<file path="config.mk">
export PLATFORM = sky130hd
export DESIGN_NAME = warmup_running_average
export DESIGN_NICKNAME = d
export VERILOG_FILES = /design/src/rtl/wra_pkg.sv /design/src/rtl/wra_alu.sv /design/src/rtl/wra_seq.sv /design/src/rtl/warmup_running_average.sv
export SDC_FILE = /design/constraint.sdc
export NUM_CORES = 1
export LEC_CHECK = 0
export ABC_AREA = 1
export BUFFER_PORTS_ARGS = -buffer_cell sky130_fd_sc_hd__buf_2
export CORE_MARGIN = 1.5
export CORE_UTILIZATION = 54
export CTS_BUF_LIST = sky130_fd_sc_hd__clkbuf_16
export CTS_CLUSTER_DIAMETER = 40
export CTS_CLUSTER_SIZE = 20
export DETAILED_ROUTE_END_ITERATION = 8
export GPL_TIMING_DRIVEN = 0
export PLACE_DENSITY = 0.69
export SYNTH_ARGS = -nofsm -noshare
export SYNTH_HDL_FRONTEND = slang
export SYNTH_SLANG_ARGS = --single-unit
export TNS_END_PERCENT = 100
</file>
<file path="constraint.sdc">
create_clock -name clk -period 5.4 [get_ports clk]
set_input_delay 1.08 -clock clk [delete_from_list [all_inputs] [get_ports clk]]
set_output_delay 1.08 -clock clk [all_outputs]
set_load 0.01 [all_outputs]
</file>
<file path="src/rtl/wra_pkg.sv">
// Shared types and constants for the warm-up running average block.
package wra_pkg;

	// Fixed field widths
	localparam int AVG_W = 24;
	localparam int WIN_W = 7;
	localparam logic [WIN_W-1:0] WIN_RESET = WIN_W'(2);

	// Shared adder operation
	typedef enum logic [0:0] {
		ALU_ADD = 1'b0,
		ALU_SUB = 1'b1
	} alu_op_t;

	// Sequencer phase strobes to the datapath
	typedef struct packed {
		logic idle;
		logic mul;
		logic addx;
		logic absv;
		logic div;
		logic fin;
	} wra_ctl_t;

endpackage

</file>
<file path="src/rtl/wra_alu.sv">
// Shared add/subtract unit with a sign-extended result one bit wider.
module wra_alu #(
	parameter int W = 32
) (
	input  wra_pkg::alu_op_t op,
	input  logic [W-1:0]     a,
	input  logic [W-1:0]     b,
	output logic [W:0]       res
);
	import wra_pkg::*;

	logic         sub;
	logic [W:0]   b_ext;

	// Two's complement add; subtract by inverted operand and carry in
	assign sub   = (op == ALU_SUB);
	assign b_ext = sub ? ~{b[W-1], b} : {b[W-1], b};
	assign res   = {a[W-1], a} + b_ext + {{W{1'b0}}, sub};

endmodule

</file>
<file path="src/rtl/wra_seq.sv">
// Sequencer: steps one sample through multiply, add, absolute value, divide and finish phases.
module wra_seq #(
	parameter int NUM_W = 32
) (
	input  logic              clk,
	input  logic              arst_n,
	input  logic              start,
	input  logic              fin_ok,
	output wra_pkg::wra_ctl_t ctl
);
	import wra_pkg::*;

	localparam int CNT_W = $clog2(NUM_W);

	typedef enum logic [5:0] {
		S_IDLE = 6'b000001,
		S_MUL  = 6'b000010,
		S_ADDX = 6'b000100,
		S_ABS  = 6'b001000,
		S_DIV  = 6'b010000,
		S_FIN  = 6'b100000
	} state_t;

	state_t           state_q;
	logic [CNT_W-1:0] cnt_q;

	// Phase state and step counter
	always_ff @(posedge clk or negedge arst_n) begin
		if (!arst_n) begin
			state_q <= S_IDLE;
			cnt_q   <= '0;
		end else begin
			case (state_q)
				S_IDLE: begin
					if (start) begin
						state_q <= S_MUL;
						cnt_q   <= CNT_W'(WIN_W - 1);
					end
				end
				S_MUL: begin
					if (cnt_q == '0) state_q <= S_ADDX;
					else cnt_q <= cnt_q - 1'b1;
				end
				S_ADDX: state_q <= S_ABS;
				S_ABS: begin
					state_q <= S_DIV;
					cnt_q   <= CNT_W'(NUM_W - 1);
				end
				S_DIV: begin
					if (cnt_q == '0) state_q <= S_FIN;
					else cnt_q <= cnt_q - 1'b1;
				end
				S_FIN: begin
					if (fin_ok) state_q <= S_IDLE;
				end
				default: state_q <= S_IDLE;
			endcase
		end
	end

	// Strobes; finish only fires when the output register can take the word
	assign ctl.idle = (state_q == S_IDLE);
	assign ctl.mul  = (state_q == S_MUL);
	assign ctl.addx = (state_q == S_ADDX);
	assign ctl.absv = (state_q == S_ABS);
	assign ctl.div  = (state_q == S_DIV);
	assign ctl.fin  = (state_q == S_FIN) && fin_ok;

endmodule

</file>
<file path="src/rtl/warmup_running_average.sv">
// Warm-up running average: mean of the first samples, then first-order IIR.
//
//  channel  | signals                        | direction
//  ---------+--------------------------------+----------
//  in       | in_valid, in_ready, sample     | sink
//  out      | out_valid, out_ready, average  | source
//  cfg      | cfg_valid, cfg_ready, cfg_data | sink (window)
//
// A sample runs from accept to a valid result through a shift-add multiply over the 7
// bits of the divisor minus one, an add of the scaled sample, an absolute value, then
// one restoring quotient bit per cycle and a clamped signed finish, all through one shared adder.
// in_ready is high only while the sequencer is idle; the finish step waits
// while the output register still holds an untaken word.
// Reset clears window to 2, the sample count and the average to zero.
module warmup_running_average #(
	parameter int SAMPLE_BITS = 16,
	parameter int FRAC_BITS   = 8
) (
	input  logic                            clk,
	input  logic                            arst_n,
	input  logic                            in_valid,
	output logic                            in_ready,
	input  logic signed [SAMPLE_BITS-1:0]   sample,
	output logic                            out_valid,
	input  logic                            out_ready,
	output logic signed [wra_pkg::AVG_W-1:0] average,
	input  logic                            cfg_valid,
	output logic                            cfg_ready,
	input  logic [wra_pkg::WIN_W-1:0]       cfg_data
);
	import wra_pkg::*;

	// Numerator width: old * (d-1) plus scaled sample, with a sign bit
	localparam int PROD_W = AVG_W + WIN_W;
	localparam int XS_W   = SAMPLE_BITS + FRAC_BITS + 1;
	localparam int NUM_W  = ((PROD_W > XS_W) ? PROD_W : XS_W) + 1;

	localparam logic [NUM_W:0] SAT_HI = {{(NUM_W+2-AVG_W){1'b0}}, {(AVG_W-1){1'b1}}};
	localparam logic [NUM_W:0] SAT_LO = {{(NUM_W+2-AVG_W){1'b1}}, {(AVG_W-1){1'b0}}};

	wra_ctl_t ctl;

	logic                   in_fire;
	logic                   fin_ok;
	logic [WIN_W-1:0]       window_q;
	logic [WIN_W-1:0]       count_q;
	logic [AVG_W-1:0]       avg_q;
	logic [SAMPLE_BITS-1:0] sample_q;
	logic [NUM_W-1:0]       acc_q;
	logic [NUM_W-1:0]       mcand_q;
	logic [WIN_W-1:0]       mult_q;
	logic [WIN_W-1:0]       div_q;
	logic [WIN_W-1:0]       rem_q;
	logic                   neg_q;
	logic                   out_valid_q;
	logic [AVG_W-1:0]       average_q;

	logic [WIN_W-1:0]       w_eff;
	logic [WIN_W-1:0]       d_new;
	logic [WIN_W-1:0]       count_new;
	logic [NUM_W-1:0]       x_ext;
	logic [WIN_W:0]         rem_shift;
	alu_op_t                alu_op;
	logic [NUM_W-1:0]       alu_a;
	logic [NUM_W-1:0]       alu_b;
	logic [NUM_W:0]         alu_res;
	logic [AVG_W-1:0]       sat_val;

	assign in_ready  = ctl.idle;
	assign in_fire   = in_valid && ctl.idle;
	assign cfg_ready = 1'b1;
	assign fin_ok    = !out_valid_q || out_ready;
	assign out_valid = out_valid_q;
	assign average   = average_q;

	// Divisor and next count chosen at accept
	always_comb begin
		w_eff = (window_q == '0) ? WIN_W'(1) : window_q;
		if (count_q == w_eff) begin
			count_new = count_q;
			d_new     = w_eff;
		end else if (count_q < w_eff) begin
			count_new = count_q + 1'b1;
			d_new     = count_q + 1'b1;
		end else begin
			count_new = WIN_W'(1);
			d_new     = WIN_W'(1);
		end
	end

	// Scaled sample and partial remainder with the next dividend bit
	assign x_ext     = {{(NUM_W-SAMPLE_BITS){sample_q[SAMPLE_BITS-1]}}, sample_q} << FRAC_BITS;
	assign rem_shift = {rem_q, acc_q[NUM_W-1]};

	// Operand selection for the shared adder
	always_comb begin
		alu_op = ALU_ADD;
		alu_a  = acc_q;
		alu_b  = '0;
		if (ctl.mul) begin
			alu_b = mult_q[0] ? mcand_q : '0;
		end else if (ctl.addx) begin
			alu_b = x_ext;
		end else if (ctl.absv) begin
			alu_a  = '0;
			alu_b  = acc_q;
			alu_op = acc_q[NUM_W-1] ? ALU_SUB : ALU_ADD;
		end else if (ctl.div) begin
			alu_a  = {{(NUM_W-WIN_W-1){1'b0}}, rem_shift};
			alu_b  = {{(NUM_W-WIN_W){1'b0}}, div_q};
			alu_op = ALU_SUB;
		end else begin
			alu_a  = '0;
			alu_b  = acc_q;
			alu_op = neg_q ? ALU_SUB : ALU_ADD;
		end
	end

	wra_alu #(.W(NUM_W)) u_alu (
		.op  (alu_op),
		.a   (alu_a),
		.b   (alu_b),
		.res (alu_res)
	);

	// Clamp the signed quotient to the average range
	always_comb begin
		if ($signed(alu_res) > $signed(SAT_HI)) sat_val = SAT_HI[AVG_W-1:0];
		else if ($signed(alu_res) < $signed(SAT_LO)) sat_val = SAT_LO[AVG_W-1:0];
		else sat_val = alu_res[AVG_W-1:0];
	end

	wra_seq #(.NUM_W(NUM_W)) u_seq (
		.clk    (clk),
		.arst_n (arst_n),
		.start  (in_valid),
		.fin_ok (fin_ok),
		.ctl    (ctl)
	);

	// Filter state, window register and output word
	always_ff @(posedge clk or negedge arst_n) begin
		if (!arst_n) begin
			window_q    <= WIN_RESET;
			count_q     <= '0;
			avg_q       <= '0;
			out_valid_q <= 1'b0;
		end else begin
			if (cfg_valid) window_q <= cfg_data;
			if (in_fire) count_q <= count_new;
			if (ctl.fin) begin
				avg_q       <= sat_val;
				out_valid_q <= 1'b1;
			end else if (out_ready) begin
				out_valid_q <= 1'b0;
			end
		end
	end

	// Datapath working registers
	always_ff @(posedge clk) begin
		if (in_fire) begin
			sample_q <= sample;
			acc_q    <= '0;
			mcand_q  <= {{(NUM_W-AVG_W){avg_q[AVG_W-1]}}, avg_q};
			mult_q   <= d_new - 1'b1;
			div_q    <= d_new;
			rem_q    <= '0;
		end
		if (ctl.mul) begin
			acc_q   <= alu_res[NUM_W-1:0];
			mcand_q <= mcand_q << 1;
			mult_q  <= mult_q >> 1;
		end
		if (ctl.addx) acc_q <= alu_res[NUM_W-1:0];
		if (ctl.absv) begin
			neg_q <= acc_q[NUM_W-1];
			acc_q <= alu_res[NUM_W-1:0];
		end
		// Restoring step: quotient bit shifts into the dividend register
		if (ctl.div) begin
			acc_q <= {acc_q[NUM_W-2:0], ~alu_res[NUM_W]};
			rem_q <= alu_res[NUM_W] ? rem_shift[WIN_W-1:0] : alu_res[WIN_W-1:0];
		end
		if (ctl.fin) average_q <= sat_val;
	end

endmodule

</file>
# After elaboration in Yosys (flattened, before gate mapping)
# Index checks and enable logic that the tools add are counted.
[word_totals]
ff_bits = 176
latch_bits = 0
mem_bits_rw = 0
mem_bits_ro = 0
inputBits = 28
output_inout_bits = 27
mem_count = 0
[op_classes]
add_sub_neg = 5
mul = 0
n_div = 0
order_cmp = 3
eq_ne = 12
shift = 0
mux = 43
n_bitwise = 3
n_reduce_logical = 15
[op_table]
columns = ["cell", "count"]
rows = [
  ["two-way mux 32 bit", 14],
  ["two-way mux 24 bit", 2],
  ["two-way mux 7 bit", 6],
  ["two-way mux 6 bit", 6],
  ["one-hot mux 6 bit (6 select lines)", 1],
  ["adder 33 x 1 -> 33 bit", 1],
  ["adder 33 bit", 1],
  ["greater-than comparator 33 x 24 -> 1 bit, second input constant", 1],
  ["less-than comparator 33 x 24 -> 1 bit, second input constant", 1],
  ["two-way mux 33 bit", 1],
  ["NOT 33 bit", 1],
  ["two-way mux 8 bit", 2],
  ["one-hot mux 5 bit (3 select lines)", 1],
  ["two-way mux 5 bit", 2],
  ["two-way mux 1 bit", 8],
  ["adder 7 x 1 -> 7 bit, second input constant", 1],
  ["equality test 7 bit", 1],
  ["zero test 7 bit", 1],
  ["less-than comparator 7 bit", 1],
  ["subtractor 7 x 1 -> 7 bit, second input constant", 1],
  ["equality test 6 x 1 -> 1 bit, second input constant", 1],
  ["equality test 6 x 2 -> 1 bit, second input constant", 1],
  ["equality test 6 x 3 -> 1 bit, second input constant", 1],
  ["equality test 6 x 4 -> 1 bit, second input constant", 1],
  ["17 further kinds", 24],
]

# Longest topological paths before layout
[logic_depth]
ltp_word = 13
ltp_mapped = 35
ltp_nobuf = 34

# Hierarchy
# Synthesis repeated with hierarchy kept, for this count alone.
[hier_totals]
cells_unflattened = 1437
area_unflattened_um2 = 11476.0
[modules_own_cells]
columns = ["module", "n_inst", "cells_each", "area_each_um2", "seq_area_each_um2"]
rows = [
  ["warmup_running_average", 1, 839, 8094.0, 4740.8],
  ["wra_alu", 1, 500, 2598.7, 0.0],
  ["wra_seq", 1, 98, 783.3, 276.5],
]

# Worst setup path before layout
# No wires, ideal clock.
[synth_timing]
path_type = "reg2reg"
startpoint = "reg u_seq.state_q[0]"
endpoint = "reg rem_q[3], data pin"
setup_ps = 256
t_arrival_ps = 3898
path_slack_ps = 1246
stages_incl_launch_ff = 27
path_buffers = 3
synth_period_minus_slack_ps = 4154
cell_sequence = "dfstp_2 nor2_2 nand3_2 buf_6 nand3_1 nand2_1 nand2_2 clkinv_1 clkbuf_1 xor2_1 fa_1 nand2_1 inv_1 o21ai_1 nand2_1 a21oi_1 o21ai_1 nand3_1 nand2_1 nand2_1 o311ai_0 or2_1 nand2_1 clkbuf_1 nand2_1 o211ai_1 inv_1"
[synth_between]
elab_chain_len = 11
word_cells_on_any_way = 22
cone_classes = "add/sub: 2; eq/ne: 4; mux: 15; bitwise: 1"
[synth_rtl]
columns = ["item", "line", "rtl"]
rows = [
  ["from (decl)", "wra_seq.sv:24", "state_t state_q;"],
  ["from (signal assigned)", "wra_seq.sv:30", "state_q <= S_IDLE;"],
  ["from (signal assigned)", "wra_seq.sv:36", "state_q <= S_MUL;"],
  ["from (signal assigned)", "wra_seq.sv:41", "if (cnt_q == '0) state_q <= S_ADDX;"],
  ["equality test 6 x 5 -> 1 bit", "wra_seq.sv:66", "assign ctl.div = (state_q == S_DIV);"],
  ["two-way mux 32 bit", "warmup_running_average.sv:108", "end else if (ctl.div) begin"],
  ["two-way mux 32 bit", "warmup_running_average.sv:104", "end else if (ctl.absv) begin"],
  ["two-way mux 32 bit", "warmup_running_average.sv:102", "end else if (ctl.addx) begin"],
  ["two-way mux 32 bit", "warmup_running_average.sv:100", "if (ctl.mul) begin"],
  ["NOT 33 bit", "wra_alu.sv:17", "assign b_ext = sub ? ~{b[W-1], b} : {b[W-1], b};"],
  ["two-way mux 33 bit", "wra_alu.sv:17", ""],
  ["adder 33 bit", "wra_alu.sv:18", "assign res = {a[W-1], a} + b_ext + {{W{1'b0}}, sub};"],
  ["adder 33 x 1 -> 33 bit", "wra_alu.sv:18", ""],
  ["two-way mux 7 bit", "warmup_running_average.sv:183", "rem_q <= alu_res[NUM_W] ? rem_shift[WIN_W-1:0] : alu_res[WIN_W-1:0];"],
  ["two-way mux 7 bit (*)", "warmup_running_average.sv:181", "if (ctl.div) begin"],
  ["to (signal assigned)", "warmup_running_average.sv:183", ""],
  ["to (decl)", "warmup_running_average.sv:53", "logic [WIN_W-1:0] rem_q;"],
]
# Mark *: on every way between the ends. The rest lies on a longest branch, timed or not.
# A chain may end at the register's enable or synchronous reset.

# Worst setup path after layout
[layout_timing]
startpoint = "reg u_seq.state_q[5]"
endpoint = "reg avg_q[22]"
[layout_between]
elab_chain_len = 12
word_cells_on_any_way = 26
cone_classes = "add/sub: 2; order compare: 2; eq/ne: 5; mux: 15; bitwise: 1; reduce/logical: 1"
[layout_rtl]
columns = ["item", "line", "rtl"]
rows = [
  ["equality test 6 x 5 -> 1 bit", "wra_seq.sv:66", ""],
  ["two-way mux 32 bit", "warmup_running_average.sv:108", ""],
  ["two-way mux 32 bit", "warmup_running_average.sv:104", ""],
  ["two-way mux 32 bit", "warmup_running_average.sv:102", ""],
  ["two-way mux 32 bit", "warmup_running_average.sv:100", ""],
  ["NOT 33 bit", "wra_alu.sv:17", ""],
  ["two-way mux 33 bit", "wra_alu.sv:17", ""],
  ["adder 33 bit", "wra_alu.sv:18", ""],
  ["adder 33 x 1 -> 33 bit (*)", "wra_alu.sv:18", ""],
  ["less-than comparator 33 x 24 -> 1 bit", "warmup_running_average.sv:129", "else if ($signed(alu_res) < $signed(SAT_LO)) sat_val = SAT_LO[AVG_W-1:0];"],
  ["two-way mux 24 bit", "warmup_running_average.sv:129", ""],
  ["two-way mux 24 bit (*)", "warmup_running_average.sv:128", "if ($signed(alu_res) > $signed(SAT_HI)) sat_val = SAT_HI[AVG_W-1:0];"],
  ["net sat_val[22]", "warmup_running_average.sv:67", "logic [AVG_W-1:0] sat_val;"],
  ["to (signal assigned)", "warmup_running_average.sv:152", "avg_q <= sat_val;"],
  ["to (decl)", "warmup_running_average.sv:47", "logic [AVG_W-1:0] avg_q;"],
]
# Mark *: on every way through the listed nets, which the timed path passes. The rest lies on a longest branch.

==> reports/metrics.csv <==
metric,value,unit
status,"finished, final reports clean",
rsz0062_at_grt,no,
synthArstFlopShare,28.41,%
wl_met3,1984,µm
synth_cells,1264,
antenna_cells,0,
mappedNetlistNets,1334,
fin_setup_tns,0,ps
end_kind,flip-flop,
finalNetCount,1407,
critPathSlowestCell,buf_1,
grt_usage,29.57,%
antenna_found_initial,0,
initial_utilization,54.98,%
top_layer_used,met4,
grt_start_max_net_pins,51,
max_stage_delay,460,ps
insertion_delay,440,ps
yosysWarnings,0,
root_buffer,clkbuf_16,
clkSinkCount,176,
die_w,143.5,µm
clockBufferDepth,2,
finalMaxSlewViolations,0,
endpoint,avg_q[22]$_DFFE_PN0P_,
cts_buffers,17,
grt_pass1_vias,8960,
start_kind,flip-flop,
multi_input_area,4835,µm²
hold_ws,475.6,ps
rows,51,
grt_remaining_overflow,0,
drv_cap,0,
placed_cells,1583,
drive_above_1_share,11.70,%
die_h,143.5,µm
cts_tree,yes,
worst_pin_slew,1057,ps
max_freq,198.1,MHz
coreArea,19400,µm²
synth-main-ff-cell,edfxtp_1,
seq_area_frac_synth,47.04,%
dr.pass1.iters,7,
n_fill_cell,1750,
vias,9096,
detail-route-antenna-nets,0,
yosysUniqueCellTypes,53,
postCtsSetupBuffers,0,
r2r_slack,350,ps
worst-path-max-fanout,10,
syn_area,10670,µm²
fin_crit_sh,93.50,%
clkTransAtPathRegs,70,ps
stdcell_count,1615,
io_pins,55,
syn2layout_area_growth,11.81,%
period_needed,5049,ps
reg2regPathDepth,25,
skew,17.34,ps
hold_violations,0,
h-tree-depth,4,
ys_seq_elements,176,
dieArea,20600,µm²
numPortBuffers,53,
routabilityCongestion,0.9908,
ff_latch_area,5017,µm²
grt_pass1_wl,46330,µm
totalWireLength,28800,µm
worstPathArrival,5420,ps
syn_avg_cell_area,8.438,µm²
critPathKind,flip-flop to flip-flop,
dp_hpwl,21620,µm
met1_length,13250,µm
synth-edff-count,124,
hold_path_class,flip-flop to flip-flop,
r2r_end,avg_q[22]$_DFFE_PN0P_,
relSlewSlack,29.26,%
drc,0,
critPathMostFrequentCell,nand2_1,
drtIter0Drc,872,
wl_met2,12860,µm
wire_per_inst,17.83,µm
critical_path.startpoint,u_seq.state_q[5]$_DFFE_PN0P_,
vias_per_cell,5.632,
setup_violations,0,
required,5770,ps
r2r-start,u_seq.state_q[5]$_DFFE_PN0P_,
[timing repair]
action	4_1_cts	5_1_grt
setup endpoints to repair	0	54
resized for setup	0	15
hold buffers	0	0
[final cells by class]
type	count	share of cell area, %
clock buffers	19	3.987
repair buffers	54	2.476
flip-flops and latches	176	42.07
clock inverters	13	1.144
inverters	155	4.879
multi-input cells	885	40.54
well taps	265	2.780
plain buffers	48	2.119
[Yosys cell counts (all sizes together) (3+ instances only)]
cell / instances / area share (%)
clkinv: 3 / 0.11
a22o: 15 / 1.2
a31oi: 8 / 0.47
nand3: 52 / 2.9
o32ai: 7 / 0.57
o22ai: 32 / 1.9
nand2: 302 / 11
dfrtp: 48 / 11
edfxtp: 124 / 35
nand4: 8 / 0.47
clkbuf: 39 / 1.4
xor2: 43 / 3.5
inv: 152 / 5.3
xnor2: 16 / 1.3
o21ai: 125 / 5.9
buf: 9 / 0.90
a21o: 7 / 0.49
nor4: 3 / 0.23
nor3: 8 / 0.38
ha: 41 / 4.8
a21oi: 74 / 3.5
nor2: 121 / 4.4
[cell usage in the layout (no fill, tap or decap), types with 42 or more instances in the layout]
cell type  Yosys  routed
buf_2          0      53
a21oi_1       74      73
nand2_1      268     267
edfxtp_1     124     124
xor2_1        43      43
dfrtp_1       48      48
nand3_1       43      42
o21ai_0      122     122
nor2_1       116     116
inv_1        149     150
[cell families (layout without fill, tap and decap cells)]
kind of cell | Yosys count | after routing | share of synthesized area, %
simple gates | 500 | 500 | 20.18
xor+xnor | 59 | 59 | 4.845
fa+ha+maj | 42 | 42 | 4.998
flops | 176 | 176 | 47.04
buf+inv | 203 | 289 | 7.731
other cells | 1 | 1 | 0.03516
compound gates | 283 | 283 | 15.17
[state kept, by name, summed over array words and instances, names as in the netlist, 7 cells and up]
| register | count |
|---|---|
| acc_q | 32 |
| mcand_q | 32 |
| average | 24 |
| avg_q | 24 |
| sample_q | 16 |
| count_q | 7 |
| div_q | 7 |
| mult_q | 7 |
| rem_q | 7 |
| window_q | 7 |
[worst min-delay path by stage]
stage / startpoint / endpoint / slack, ps / cells past startpoint
detailed placement: u_seq.cnt_q[4]$_DFFE_PN0P_ / u_seq.cnt_q[4]$_DFFE_PN0P_ / 460 / 2
CTS: u_seq.cnt_q[4]$_DFFE_PN0P_ / u_seq.cnt_q[4]$_DFFE_PN0P_ / 480 / 2
finish: u_seq.cnt_q[4]$_DFFE_PN0P_ / u_seq.cnt_q[4]$_DFFE_PN0P_ / 480 / 2
global route: u_seq.cnt_q[4]$_DFFE_PN0P_ / u_seq.cnt_q[4]$_DFFE_PN0P_ / 520 / 2
floorplan: u_seq.cnt_q[4]$_DFFE_PN0P_ / u_seq.cnt_q[4]$_DFFE_PN0P_ / 440 / 2
global placement: u_seq.cnt_q[4]$_DFFE_PN0P_ / u_seq.cnt_q[4]$_DFFE_PN0P_ / 460 / 2
[stage by stage]
step | cell area [µm²] | setup slack, ps | utilization (%)
floorplan | 10670 | 1246 | -
global placement | 11260 | 92.38 | 58.06
detailed placement | 11300 | 70.95 | 58.25
CTS | 11910 | 41.17 | 61.40
global route | 11930 | 11.59 | 61.47
finish | 11930 | 351.2 | 61.47
[metal layers]
layer / track usage, % / vias up
met4: 10.58 / 0
li1: - / 4419
met1: 41.77 / 4298
met5: 0 / -
met3: 4.965 / 37
met2: 45.93 / 342
[worst max-delay path, delay by kind of cell, from the launching register on]
family	cells	cell delay [ps]
AOI/OAI and AO/OA	7	1360
xor gates and xnor gates	1	190
adders and majority gates	1	290
DFF	1	410
buffers and inverters	5	1200
and+or+nand+nor	11	1520
Power is left out: the tool's default activity adds up to more than one toggle a clock period on the data nets, which glitch-free logic cannot reach.
